===== config.mk =====
export PLATFORM = sky130hd
export DESIGN_NAME = byte_level_bpe_unicode_to_bytes
export DESIGN_NICKNAME = d
export VERILOG_FILES = /design/src/rtl/core/bpeu_pkg.sv /design/src/rtl/core/byte_level_bpe_unicode_to_bytes.sv /design/src/rtl/core/bpeu_decode.sv /design/src/rtl/core/bpeu_serial.sv
export SDC_FILE = /design/constraint.sdc
export NUM_CORES = 1
export LEC_CHECK = 0
export ABC_AREA = 1
export CORE_UTILIZATION = 34
export CTS_CLUSTER_DIAMETER = 200
export CTS_CLUSTER_SIZE = 20
export DETAILED_ROUTE_END_ITERATION = 8
export DONT_BUFFER_PORTS = 1
export GPL_TIMING_DRIVEN = 0
export SLEW_MARGIN = 20
export SYNTH_ARGS = -nofsm -noshare
export SYNTH_HDL_FRONTEND = slang
export SYNTH_SLANG_ARGS = --single-unit
export TNS_END_PERCENT = 5

===== constraint.sdc =====
create_clock -name clock -period 4.2 [get_ports clock]
set_input_delay 0.21 -clock clock [delete_from_list [all_inputs] [get_ports clock]]
set_output_delay 0.21 -clock clock [all_outputs]
set_load 0.02 [all_outputs]

===== src/rtl/core/bpeu_pkg.sv =====
// Package: types, constants and the inverse byte map of the BPE byte decoder.
`timescale 1ns / 1ps
package bpeu_pkg;

   localparam int MAP_DEPTH = 512;
   localparam int CP_W      = 21;
   localparam int BYTE_W    = 8;
   localparam int RUN_MAX   = 4;
   localparam int IDX_W     = $clog2(RUN_MAX);

   localparam logic [BYTE_W-1:0] LEAD_2B   = 8'h80;
   localparam logic [BYTE_W-1:0] LEAD_3B   = 8'hE0;
   localparam logic [BYTE_W-1:0] LEAD_4B   = 8'hF0;
   localparam logic [BYTE_W-1:0] PFX_2B    = 8'hC0;
   localparam logic [BYTE_W-1:0] PFX_3B    = 8'hE0;
   localparam logic [BYTE_W-1:0] PFX_4B    = 8'hF0;
   localparam logic [BYTE_W-1:0] PFX_CONT  = 8'h80;

   localparam logic [CP_W-1:0] CP_LIM_2B = 21'h000800;
   localparam logic [CP_W-1:0] CP_LIM_3B = 21'h010000;
   localparam logic [CP_W-1:0] CP_MAP    = 21'(MAP_DEPTH);

   // one decoded run of one to four bytes, byte 0 goes out first
   typedef struct packed {
      logic                           emit;
      logic [RUN_MAX-1:0][BYTE_W-1:0] data;
      logic [IDX_W-1:0]               last_idx;
      logic                           string_end;
   } run_type;

   // Inverse byte-level map. Printable bytes map from themselves; the 68
   // others sit at 256 upwards in rising order (0..32, 127..160, 173).
   function automatic logic [BYTE_W-1:0] rev_map(input logic [8:0] cp);
      logic [BYTE_W-1:0] b;
      logic [BYTE_W-1:0] res;
      b   = cp[7:0];
      res = '0;
      if (!cp[8]) begin
         if ((b >= 8'd33 && b <= 8'd126) || (b >= 8'd161 && b <= 8'd172) || (b >= 8'd174))
            res = b;
      end else begin
         if (b <= 8'd32)
            res = b;
         else if (b <= 8'd66)
            res = b + 8'd94;
         else if (b == 8'd67)
            res = 8'd173;
      end
      return res;
   endfunction

endpackage


===== src/rtl/core/byte_level_bpe_unicode_to_bytes.sv =====
// The first byte of a run is offered in the cycle after its request is accepted.
// One result byte per cycle while the receiver is ready; a request whose run has n bytes (1 to 4)
// holds off further requests until its last byte is taken, the run register being the limit.
// Requests that complete no code point are taken every cycle while no run is pending.
// Reset (synchronous, active high) clears the code point, the byte count and the run register's valid bit.
`timescale 1ns / 1ps
module byte_level_bpe_unicode_to_bytes
   import bpeu_pkg::*;
(
   input  logic              clock,
   input  logic              reset,
   input  logic              req_tvalid,
   output logic              req_tready,
   input  logic [BYTE_W-1:0] req_tdata,   // [7:0] in_byte
   input  logic              req_tlast,   // string_last
   output logic              rsp_tvalid,
   input  logic              rsp_tready,
   output logic [BYTE_W-1:0] rsp_tdata,   // [7:0] out_byte
   output logic              rsp_tlast,   // run_last
   output logic              rsp_tuser    // [0] string_end
);

   run_type run;
   logic    accept;
   logic    free;

   assign req_tready = free;
   assign accept     = req_tvalid && req_tready;

   bpeu_decode u_decode (
      .clock       (clock),
      .reset       (reset),
      .accept      (accept),
      .in_byte     (req_tdata),
      .string_last (req_tlast),
      .run         (run)
   );

   bpeu_serial u_serial (
      .clock      (clock),
      .reset      (reset),
      .load       (accept && run.emit),
      .run        (run),
      .free       (free),
      .rsp_tvalid (rsp_tvalid),
      .rsp_tready (rsp_tready),
      .rsp_tdata  (rsp_tdata),
      .rsp_tlast  (rsp_tlast),
      .rsp_tuser  (rsp_tuser)
   );

endmodule


===== src/rtl/core/bpeu_decode.sv =====
// UTF-8 accumulator: builds the code point and turns it into a byte run.
`timescale 1ns / 1ps
module bpeu_decode
   import bpeu_pkg::*;
(
   input  logic              clock,
   input  logic              reset,
   input  logic              accept,
   input  logic [BYTE_W-1:0] in_byte,
   input  logic              string_last,
   output run_type           run
);

   logic [CP_W-1:0]  code_acc_ff, code_acc_in;
   logic [1:0]       bytes_left_ff, bytes_left_in;
   logic [CP_W-1:0]  acc_n;
   logic [1:0]       left_n;
   logic             emit;

   always_comb begin
      acc_n  = code_acc_ff;
      left_n = bytes_left_ff;
      if (bytes_left_ff == 2'd0) begin
         // lead byte; a stray continuation byte counts as a 2-byte lead
         if (in_byte < LEAD_2B) begin
            acc_n  = CP_W'(in_byte);
            left_n = 2'd0;
         end else if (in_byte < LEAD_3B) begin
            acc_n  = CP_W'(in_byte[4:0]);
            left_n = 2'd1;
         end else if (in_byte < LEAD_4B) begin
            acc_n  = CP_W'(in_byte[3:0]);
            left_n = 2'd2;
         end else begin
            acc_n  = CP_W'(in_byte[2:0]);
            left_n = 2'd3;
         end
      end else begin
         acc_n  = {code_acc_ff[CP_W-7:0], in_byte[5:0]};
         left_n = bytes_left_ff - 2'd1;
      end
      emit = (left_n == 2'd0) || string_last;

      code_acc_in   = code_acc_ff;
      bytes_left_in = bytes_left_ff;
      if (accept) begin
         code_acc_in   = acc_n;
         bytes_left_in = emit ? 2'd0 : left_n;
      end
   end

   always_ff @(posedge clock) begin
      if (reset) begin
         code_acc_ff   <= '0;
         bytes_left_ff <= '0;
      end else begin
         code_acc_ff   <= code_acc_in;
         bytes_left_ff <= bytes_left_in;
      end
   end

   always_comb begin
      run            = '0;
      run.emit       = emit;
      run.string_end = string_last;
      if (acc_n < CP_MAP) begin
         run.data[0]  = rev_map(acc_n[8:0]);
         run.last_idx = IDX_W'(0);
      end else if (acc_n < CP_LIM_2B) begin
         run.data[0]  = PFX_2B | {3'b000, acc_n[10:6]};
         run.data[1]  = PFX_CONT | {2'b00, acc_n[5:0]};
         run.last_idx = IDX_W'(1);
      end else if (acc_n < CP_LIM_3B) begin
         run.data[0]  = PFX_3B | {4'b0000, acc_n[15:12]};
         run.data[1]  = PFX_CONT | {2'b00, acc_n[11:6]};
         run.data[2]  = PFX_CONT | {2'b00, acc_n[5:0]};
         run.last_idx = IDX_W'(2);
      end else begin
         run.data[0]  = PFX_4B | {5'b00000, acc_n[20:18]};
         run.data[1]  = PFX_CONT | {2'b00, acc_n[17:12]};
         run.data[2]  = PFX_CONT | {2'b00, acc_n[11:6]};
         run.data[3]  = PFX_CONT | {2'b00, acc_n[5:0]};
         run.last_idx = IDX_W'(3);
      end
   end

endmodule


===== src/rtl/core/bpeu_serial.sv =====
// Result register: holds one byte run and shifts it out a byte per cycle while the receiver is ready.
`timescale 1ns / 1ps
module bpeu_serial
   import bpeu_pkg::*;
(
   input  logic              clock,
   input  logic              reset,
   input  logic              load,
   input  run_type           run,
   output logic              free,
   output logic              rsp_tvalid,
   input  logic              rsp_tready,
   output logic [BYTE_W-1:0] rsp_tdata,
   output logic              rsp_tlast,
   output logic              rsp_tuser
);

   logic                           valid_ff, valid_in;
   logic [RUN_MAX-1:0][BYTE_W-1:0] data_ff, data_in;
   logic [IDX_W-1:0]               left_ff, left_in;
   logic                           str_end_ff, str_end_in;
   logic                           take;
   logic                           done;

   assign take = valid_ff && rsp_tready;
   assign done = take && (left_ff == '0);
   // room for a new run once the last byte of the current one is taken
   assign free = !valid_ff || done;

   always_comb begin
      valid_in   = valid_ff;
      data_in    = data_ff;
      left_in    = left_ff;
      str_end_in = str_end_ff;
      if (load) begin
         valid_in   = 1'b1;
         data_in    = run.data;
         left_in    = run.last_idx;
         str_end_in = run.string_end;
      end else if (done) begin
         valid_in = 1'b0;
      end else if (take) begin
         data_in = {{BYTE_W{1'b0}}, data_ff[RUN_MAX-1:1]};
         left_in = left_ff - IDX_W'(1);
      end
   end

   always_ff @(posedge clock) begin
      if (reset) begin
         valid_ff <= 1'b0;
      end else begin
         valid_ff <= valid_in;
      end
   end

   always_ff @(posedge clock) begin
      data_ff    <= data_in;
      left_ff    <= left_in;
      str_end_ff <= str_end_in;
   end

   assign rsp_tvalid = valid_ff;
   assign rsp_tdata  = data_ff[0];
   assign rsp_tlast  = (left_ff == '0);
   assign rsp_tuser  = str_end_ff && (left_ff == '0);

endmodule


**Yosys cells after proc, flatten, opt, wreduce, memory -nomap -nowiden**

Index checks and enable logic that the tools add are counted.

- Bits in registers: 53
- Bits of input ports: 13
- Output and inout port bits: 12
- Logic and storage cells: 73

- Add/subtract/negate cells: 3
- Magnitude comparators: 13
- Equal/unequal tests: 2
- Mux-type cells: 28
- Reductions and logical operators: 18

Operator list:

| cell | number |
|---|---|
| 32-bit two-way mux | 3 |
| 8-bit two-way mux | 7 |
| 24-bit two-way mux | 2 |
| 8-bit < comparator, second input constant | 3 |
| 21-bit by 10-bit < comparator with 1-bit output, second input constant | 1 |
| 21-bit by 12-bit < comparator with 1-bit output, second input constant | 1 |
| 21-bit by 17-bit < comparator with 1-bit output, second input constant | 1 |
| 21-bit two-way mux | 1 |
| 18-bit two-way mux | 1 |
| 8-bit greater-or-equal comparator, second input constant | 2 |
| 8-bit by 7-bit <= comparator with 1-bit output, second input constant | 2 |
| 16-bit two-way mux | 1 |
| 2-bit two-way mux | 7 |
| 10-bit two-way mux | 1 |
| 8-bit by 7-bit adder with 8-bit output, second input constant | 1 |
| 8-bit by 7-bit == test with 1-bit output, second input constant | 1 |
| 8-bit by 6-bit greater-or-equal comparator with 1-bit output, second input constant | 1 |
| 8-bit by 6-bit <= comparator with 1-bit output, second input constant | 1 |
| 8-bit <= comparator, second input constant | 1 |
| 1-bit logical AND | 7 |
| 2-bit logical NOT | 3 |
| 5-bit two-way mux | 1 |
| 1-bit logical OR | 4 |
| 4-bit two-way mux | 1 |
| other kinds (6) | 10 |

**Longest topological paths before layout**

Gate-level depths: netlist (run 1).

- Depth after elaboration: 13
- Mapped depth: 17
- Depth with buffers taken out: 16

**By module**

Synthesis (run 1) repeated with hierarchy kept, for this count alone.

- Cells, all modules: 513
- Area, all modules: 3649.8 µm²

Modules (own cells, without submodules):

| module | times used | cells each | area an instance (µm²) | sequential area each (µm²) |
|---|---|---|---|---|
| bpeu_decode | 1 | 356 | 2039.5 | 340.3 |
| bpeu_serial | 1 | 153 | 1592.8 | 1071.0 |
| byte_level_bpe_unicode_to_bytes | 1 | 4 | 17.5 | 0.0 |

**Worst setup path before layout (run 1)**

Ideal clock, no wire load.

- Path type: reg-to-reg
- From: register u_serial.left_ff[0]
- To: register u_serial.data_ff[10] in the netlist's numbering (enable)
- Setup time: 462 ps
- Arrival time: 2928 ps
- Data required time: 3738 ps
- Path slack: 810 ps
- Cell stages (with the launch flop): 4
- Buffers on the path: 0
- Period minus slack after synthesis: 3390 ps
- Cell sequence: edfxtp_1 -> inv_1 -> ha_1 -> o21ai_0

- Word-level cells in the longest chain between the ends: 7
- Elaborated cells between the ends (all ways): 8
- Those cells by class: eq/ne (1); reduce/logical (7)

Ends and longest elaborated chain:

| element | line | RTL |
|---|---|---|
| from (decl) | bpeu_serial.sv:20 | `logic [IDX_W-1:0] left_ff, left_in;` |
| from (signal assigned) | bpeu_serial.sv:58 | `left_ff <= left_in;` |
| 2-bit logical NOT * | n/a |  |
| named net rsp_tlast | byte_level_bpe_unicode_to_bytes.sv:19 | `output logic rsp_tlast,` |
| 1-bit logical AND * | bpeu_serial.sv:26 | `assign done = take && (left_ff == '0);` |
| 1-bit logical OR | bpeu_serial.sv:28 | `assign free = !valid_ff \|\| done;` |
| 1-bit logical AND | byte_level_bpe_unicode_to_bytes.sv:28 | `assign accept = req_tvalid && req_tready;` |
| 1-bit logical AND | byte_level_bpe_unicode_to_bytes.sv:42 | `.load (accept && run.emit),` |
| 2-bit by 1-bit != test with 1-bit output (no source line) / 2-bit nonzero test (equally long branches) | n/a |  |
| 2-bit AND reduction (no source line) * | n/a |  |
| to (signal assigned) | bpeu_serial.sv:57 | `data_ff <= data_in;` |
| to (decl) | bpeu_serial.sv:19 | `logic [RUN_MAX-1:0][BYTE_W-1:0] data_ff, data_in;` |

The timed path passes the listed nets; every way through them passes the cells marked *.
A chain may end at the register's enable or synchronous reset.

**Worst setup path in the final report (run 1)**

- From: register u_serial.left_ff[0]
- To: register u_serial.data_ff[16] in the netlist's numbering (enable)

- Word-level cells in the longest chain between the ends: 7
- Elaborated cells between the ends (all ways): 8
- Those cells by class: eq/ne (1); reduce/logical (7)

Ends and longest elaborated chain:

| element | line | RTL |
|---|---|---|
| 2-bit logical NOT * | n/a |  |
| named net rsp_tlast | byte_level_bpe_unicode_to_bytes.sv:19 |  |
| 1-bit logical AND * | bpeu_serial.sv:26 |  |
| 1-bit logical OR * | bpeu_serial.sv:28 |  |
| named net req_tready | byte_level_bpe_unicode_to_bytes.sv:13 | `output logic req_tready,` |
| 1-bit logical AND * | byte_level_bpe_unicode_to_bytes.sv:28 |  |
| 1-bit logical AND * | byte_level_bpe_unicode_to_bytes.sv:42 |  |
| named net u_serial.load | bpeu_serial.sv:8 | `input logic load,` |
| 2-bit by 1-bit != test with 1-bit output (no source line) / 2-bit nonzero test (equally long branches) | n/a |  |
| 2-bit AND reduction (no source line) * | n/a |  |

Marks and branches as above.

==> out/results.txt, run 1 <==
DRT Pass-1 Iters: 5
final std cells w/o fill: 507
Vias: 2676
most common cell after layout, fill and taps aside: nand2_1
initial antenna violation count: 0
fraction of registers with async set/reset: 0
top-level I/O count: 25
Synth Instances: 391
most frequent cells in the layout: 95 x nand2_1, 42 x inv_1, 36 x o21ai_0
Main synth FF type: edfxtp_1
Compound-Gate Fraction of Synth Area: 0.172
Placed Cells incl. Taps: 497
Worst R2R Path Depth: 10
clock edge transition at the registers on the reported setup and hold paths: 0.10 ns
layout cells sized above 1: 0.102
EDFF count, synth: 32
Arrival @ worst endpoint: 2.65 ns
r2r endpoint: u_serial.data_ff[16]
number of port buffers: 0
global placement routability congestion: 0.914
ant diodes: 0
post-synthesis mux area share: 0
reg2reg setup slack: 1.58 ns
Reg2Reg Launch Point: u_serial.left_ff[0]
first-pass GRT wire length: 12500 um
DP Wirelength: 5690 um
critical path type: register to register
PwrDens: 405 nW/um^2
largest net degree at the start of global routing: 25
fin crit share: 0.623
Routed Antenna Nets: 0
final setup fails: 0
DRT Wirelength: 7580 um
Worst path max stage delay: 0.41 ns
worst setup path endpoint: u_serial.data_ff[16]
origin of the worst setup path: u_serial.left_ff[0]
Seq cells post-synth: 50
status: completed
DR iter-0 viols: 214
Simple-Gate Fraction of Synth Area: 0.258
vias in the first global route: 2482
fin area: 3270 um^2
Num CTS Buffers: 5
Total Nets Final: 419
Post-Synth Adder-Cell Area: 0.0209
Max-cap violations: 0
root buffer cell: clkbuf_8
RSZ-0062 raised after global routing: false
die area: 9180 um^2
clk_lat worst skew: 0.31 ns
VDD IR max: 0.000190 V
Max stage delay cell, worst path: edfxtp_1
Final Max Slew Viols: 0
gr usage total: 0.180
die height: 95.8 um
Synth Warn #: 0
vias per cell: 5.28
post-route setup slack: 1.58 ns
Worst path most repeated cell: nand2_1
final hold vios: 0
largest family of logic cells by synthesized area: simple AND/OR/NAND/NOR gates
row cnt: 33
CTS tree: yes
Avg Inst Size Synth: 7.65 um^2
Startpoint Class: register
Clock Skews: 0.0111 ns
Final Util: 0.390
DRC Markers: 0
core box area: 8380 um^2
Cell Area, Placed: 3160 um^2
worst slack, placed: 1.57 ns
depth of the CTS H-tree: 2
Worst Hold Class: primary input to register
XOR/XNOR Fraction of Synth Area: 0.00293
Tot Pwr: 1.33 mW
Rel. slew slack: 0.591
Max Fclk: 0.382 GHz
Yosys cell types: 37
WP data required: 4.23 ns
syn nets: 409
synthesis-to-layout area growth: 9.33%
Starting Density: 0.357
crit path max fanout: 24
type of destination of the critical path: register
Synth Cell Area: 2990 um^2
cell breakdown of the critical path: inv_1 > ha_1 > nand2_1 > nand2_1 > nand2_1 > nor2_8 > inv_2 > buf_2 > o21ai_4 > buf_16
hold path cells: 2
sequential area share after synthesis: 0.442
CTS Buffer Depth: 2
Avg WL per Cell: 15.0 um
fillers: 895
grt ovf: 0
Die Wd: 95.8 um
worst-margin pin slew: 0.614 ns
clk sink count: 50
post-route minimum period: 2.62 ns
Leak Pwr: 1.38 nW
## repair_timing
action,4_1_cts,5_1_grt
hold endpoints to repair,3,0
hold buffers,2,0
gates resized for setup,0,0
buffers inserted,0,0
## through the flow
stage               setup TNS, ns  hold slack, ns
global placement            -8.65           0.280
finish                          0           0.137
global route                    0           0.144
detailed placement              0           0.283
floorplan                       0           0.279
CTS                             0           0.137
## cell usage after synthesis (6+ instances only)
cell / number / area, um^2
a21oi_1: 32 / 160
buf_4: 9 / 67.6
clkbuf_1: 8 / 30.0
dfxtp_1: 18 / 360
edfxtp_1: 32 / 961
inv_1: 42 / 158
inv_2: 7 / 26.3
nand2_1: 95 / 357
nand3_1: 21 / 105
nand4_1: 7 / 43.8
nor2_1: 33 / 124
o21ai_0: 37 / 185
o21ai_1: 6 / 30.0
## cell families after synthesis
kind of cell | count (synthesis)
adders and majority gates | 5
and+or+nand+nor | 170
AOI/OAI and AO/OA | 94
xor gates and xnor gates | 1
DFF | 50
buffers and inverters | 71
## final cells by class
cell class                 instances  area, um^2  area share
tap                              105         131      0.0402
multi-input combinational        270        1370       0.419
sequential                        50        1320       0.404
clock inverter                     3        20.0     0.00612
clock buffer                       5        68.8      0.0210
timing repair buffer               3        47.5      0.0145
inverter                          49         184      0.0562
buffer                            22         128      0.0390
## routing by layer
metal / up-vias / share of wire / global-route usage
met5: - / 0 / 0
met4: 0 / 0.014 / 0.0423
met3: 10 / 0.068 / 0.0355
met2: 117 / 0.44 / 0.285
met1: 1227 / 0.48 / 0.252
li1: 1322 / - / -
## worst min-delay path by stage
stage	start	endpoint	slack [ns]
after global routing	req_tdata[4]	u_decode.bytes_left_ff[0]	0.14
final	req_tdata[4]	u_decode.bytes_left_ff[0]	0.14
after CTS	req_tdata[4]	u_decode.bytes_left_ff[0]	0.14
after detailed placement	reset	u_serial.rsp_tvalid	0.28
after floorplan	reset	u_serial.rsp_tvalid	0.28
after global placement	reset	u_serial.rsp_tvalid	0.28
## critical path, delay by kind of cell (launching register included)
kind / cells / cell delay (ns)
and+or+nand+nor: 4 / 0.74
buffers and inverters: 4 / 0.58
DFF: 1 / 0.41
adders and majority gates: 1 / 0.39
AOI/OAI and AO/OA: 1 / 0.19
## state kept, by name, indices dropped and copies added, names as in the netlist
| signal | flops |
|---|---|
| u_serial.left_ff | 2 |
| u_decode.code_acc_ff | 15 |
| u_serial.rsp_tvalid | 1 |
| u_serial.str_end_ff | 1 |
| u_serial.rsp_tdata | 8 |
| u_decode.bytes_left_ff | 2 |
| u_serial.data_ff | 21 |
## power by group
| part | total [mW] | leakage (nW) | switching, mW | internal, mW |
|---|---|---|---|---|
| clock | 0.290 | 0.0422 | 0.172 | 0.118 |
| sequential | 0.628 | 0.462 | 0.0217 | 0.606 |
| combinational | 0.408 | 0.878 | 0.280 | 0.128 |
Power figures use the tool's default switching activity.
==> run 2, diff against run 1 <==
clock period = 2.1 ns   (was 4.2 ns; I/O delays follow)
==> out/results.txt, run 2 (synthesis results as in run 1) <==
register with the most flip-flops: u_serial.data_ff
Reg2Reg Launch Point: u_decode.bytes_left_ff[0]
synthesis-to-layout area growth: 27.9%
Worst R2R Path Depth: 15
gr usage total: 0.201
layout cells sized above 1: 0.279
Arrival @ worst endpoint: 2.15 ns
PwrDens: 798 nW/um^2
Clock Skews: 0.0107 ns
Final Max Slew Viols: 0
DP Wirelength: 5780 um
die area: 9180 um^2
number of port buffers: 0
RSZ-0062 raised after global routing: true
crit path max fanout: 8
status: completed
origin of the worst setup path: u_decode.bytes_left_ff[0]
Cell Area, Placed: 3140 um^2
fin area: 3820 um^2
CTS Buffer Depth: 2
DR iter-0 viols: 279
Max-cap violations: 0
post-route minimum period: 2.07 ns
most frequent cells in the layout: 78 x nand2_1, 36 x inv_1, 33 x o21ai_0
VDD IR max: 0.000381 V
worst-margin pin slew: 0.506 ns
final setup fails: 0
max reg flops: 21
largest net degree at the start of global routing: 17
grt ovf: 0
die height: 95.8 um
first-pass GRT wire length: 13800 um
DRT Pass-1 Iters: 5
clock edge transition at the registers on the reported setup and hold paths: 0.10 ns
most common cell after layout, fill and taps aside: nand2_1
clk_lat worst skew: 0.32 ns
Total Nets Final: 451
critical path type: register to register
Max stage delay cell, worst path: dfxtp_4
row cnt: 33
root buffer cell: clkbuf_8
Starting Density: 0.357
Startpoint Class: register
depth of the CTS H-tree: 2
DRT Wirelength: 8930 um
core box area: 8380 um^2
final hold vios: 0
type of destination of the critical path: register
WP data required: 2.18 ns
Worst path max stage delay: 0.41 ns
Leak Pwr: 1.62 nW
reg2reg setup slack: 0.03 ns
Vias: 2885
Max Fclk: 0.483 GHz
Worst Hold Class: primary input to register
Die Wd: 95.8 um
DRC Markers: 0
cell breakdown of the critical path: inv_2 > nand2_4 > buf_8 > nor2_4 > nor2_4 > nor2_2 > nand3_1 > nand3_2 > inv_2 > nor2_4 > buf_4 > nand2_1 > nand3_2 > nand2_1 > nand2_1
initial antenna violation count: 0
Tot Pwr: 3.05 mW
fin crit share: 0.986
vias per cell: 5.35
Num CTS Buffers: 5
Rel. slew slack: 0.663
ant diodes: 0
vias in the first global route: 2650
worst setup path endpoint: u_serial.rsp_tdata[0]
r2r endpoint: u_serial.rsp_tdata[0]
top-level I/O count: 25
Routed Antenna Nets: 0
CTS tree: yes
global placement routability congestion: 0.948
clk sink count: 50
Avg WL per Cell: 16.6 um
[run 2: cell types whose count changed in the layout (fill, tap and decap cells not counted), sizes merged]
cell	previous run	this run
nor2	40	41
clkinvlp	1	0
buf	15	44
clkbuf	13	14
o21ai	43	46
clkinv	1	0
[run 2: cell type report]
type / instances / area [um^2]
inverter: 49 / 199
sequential: 50 / 1330
fill: 837 / 4560
buffer: 22 / 158
timing repair buffer: 31 / 259
clock inverter: 1 / 8.76
tap: 105 / 131
multi-input combinational: 274 / 1630
clock buffer: 7 / 108
[run 2: through the flow]
stage	std cells	worst slack, ns	util	setup TNS (ns)	hold WS (ns)
2_1_floorplan	391	0.00366	-	0	0.174
3_5_place_dp	496	-0.339	0.375	-13.56	0.187
6_report	539	0.0284	0.456	0	0.0251
3_3_place_gp	496	-0.356	0.375	-12.55	0.175
4_1_cts	522	-0.0327	0.421	-0.122	0.0196
5_1_grt	539	-0.0780	0.456	-0.546	0.0286
[run 2: worst min-delay path by stage]
| stage | start | endpoint | slack (ns) | cells after the start |
|---|---|---|---|---|
| 2_1_floorplan | reset | u_serial.rsp_tvalid | 0.17 | 1 |
| 3_3_place_gp | reset | u_serial.rsp_tvalid | 0.17 | 1 |
| 3_5_place_dp | reset | u_serial.rsp_tvalid | 0.19 | 1 |
| 4_1_cts | req_tlast | u_decode.bytes_left_ff[1] | 0.02 | 3 |
| 5_1_grt | reset | u_decode.code_acc_ff[4] | 0.03 | 3 |
| 6_report | reset | u_decode.code_acc_ff[3] | 0.03 | 3 |
[run 2: where the power goes]
part | total (mW) | switching, mW | internal (mW)
Clock | 0.700 | 0.355 | 0.345
Combinational | 1.09 | 0.691 | 0.397
Sequential | 1.27 | 0.0520 | 1.21
[run 2: worst max-delay path, delay by kind of cell (launching register included)]
family        cells  cell delay [ns]
buf+inv           4             0.43
flops             1             0.41
simple gates     11             0.97
[run 2: routing by layer]
metal  wire, um  track usage
met3        450       0.0261
met1       4090        0.280
met2       4290        0.333
met4        104       0.0448
met5          0            0
[run 2: repair_timing]
action,CTS,global route
endpoints found under the setup margin,54,70
hold buffers,2,0
gates cloned,4,1
gates resized for setup,34,54
pin swaps,9,26
hold endpoints to repair,3,0
buffers inserted,12,16
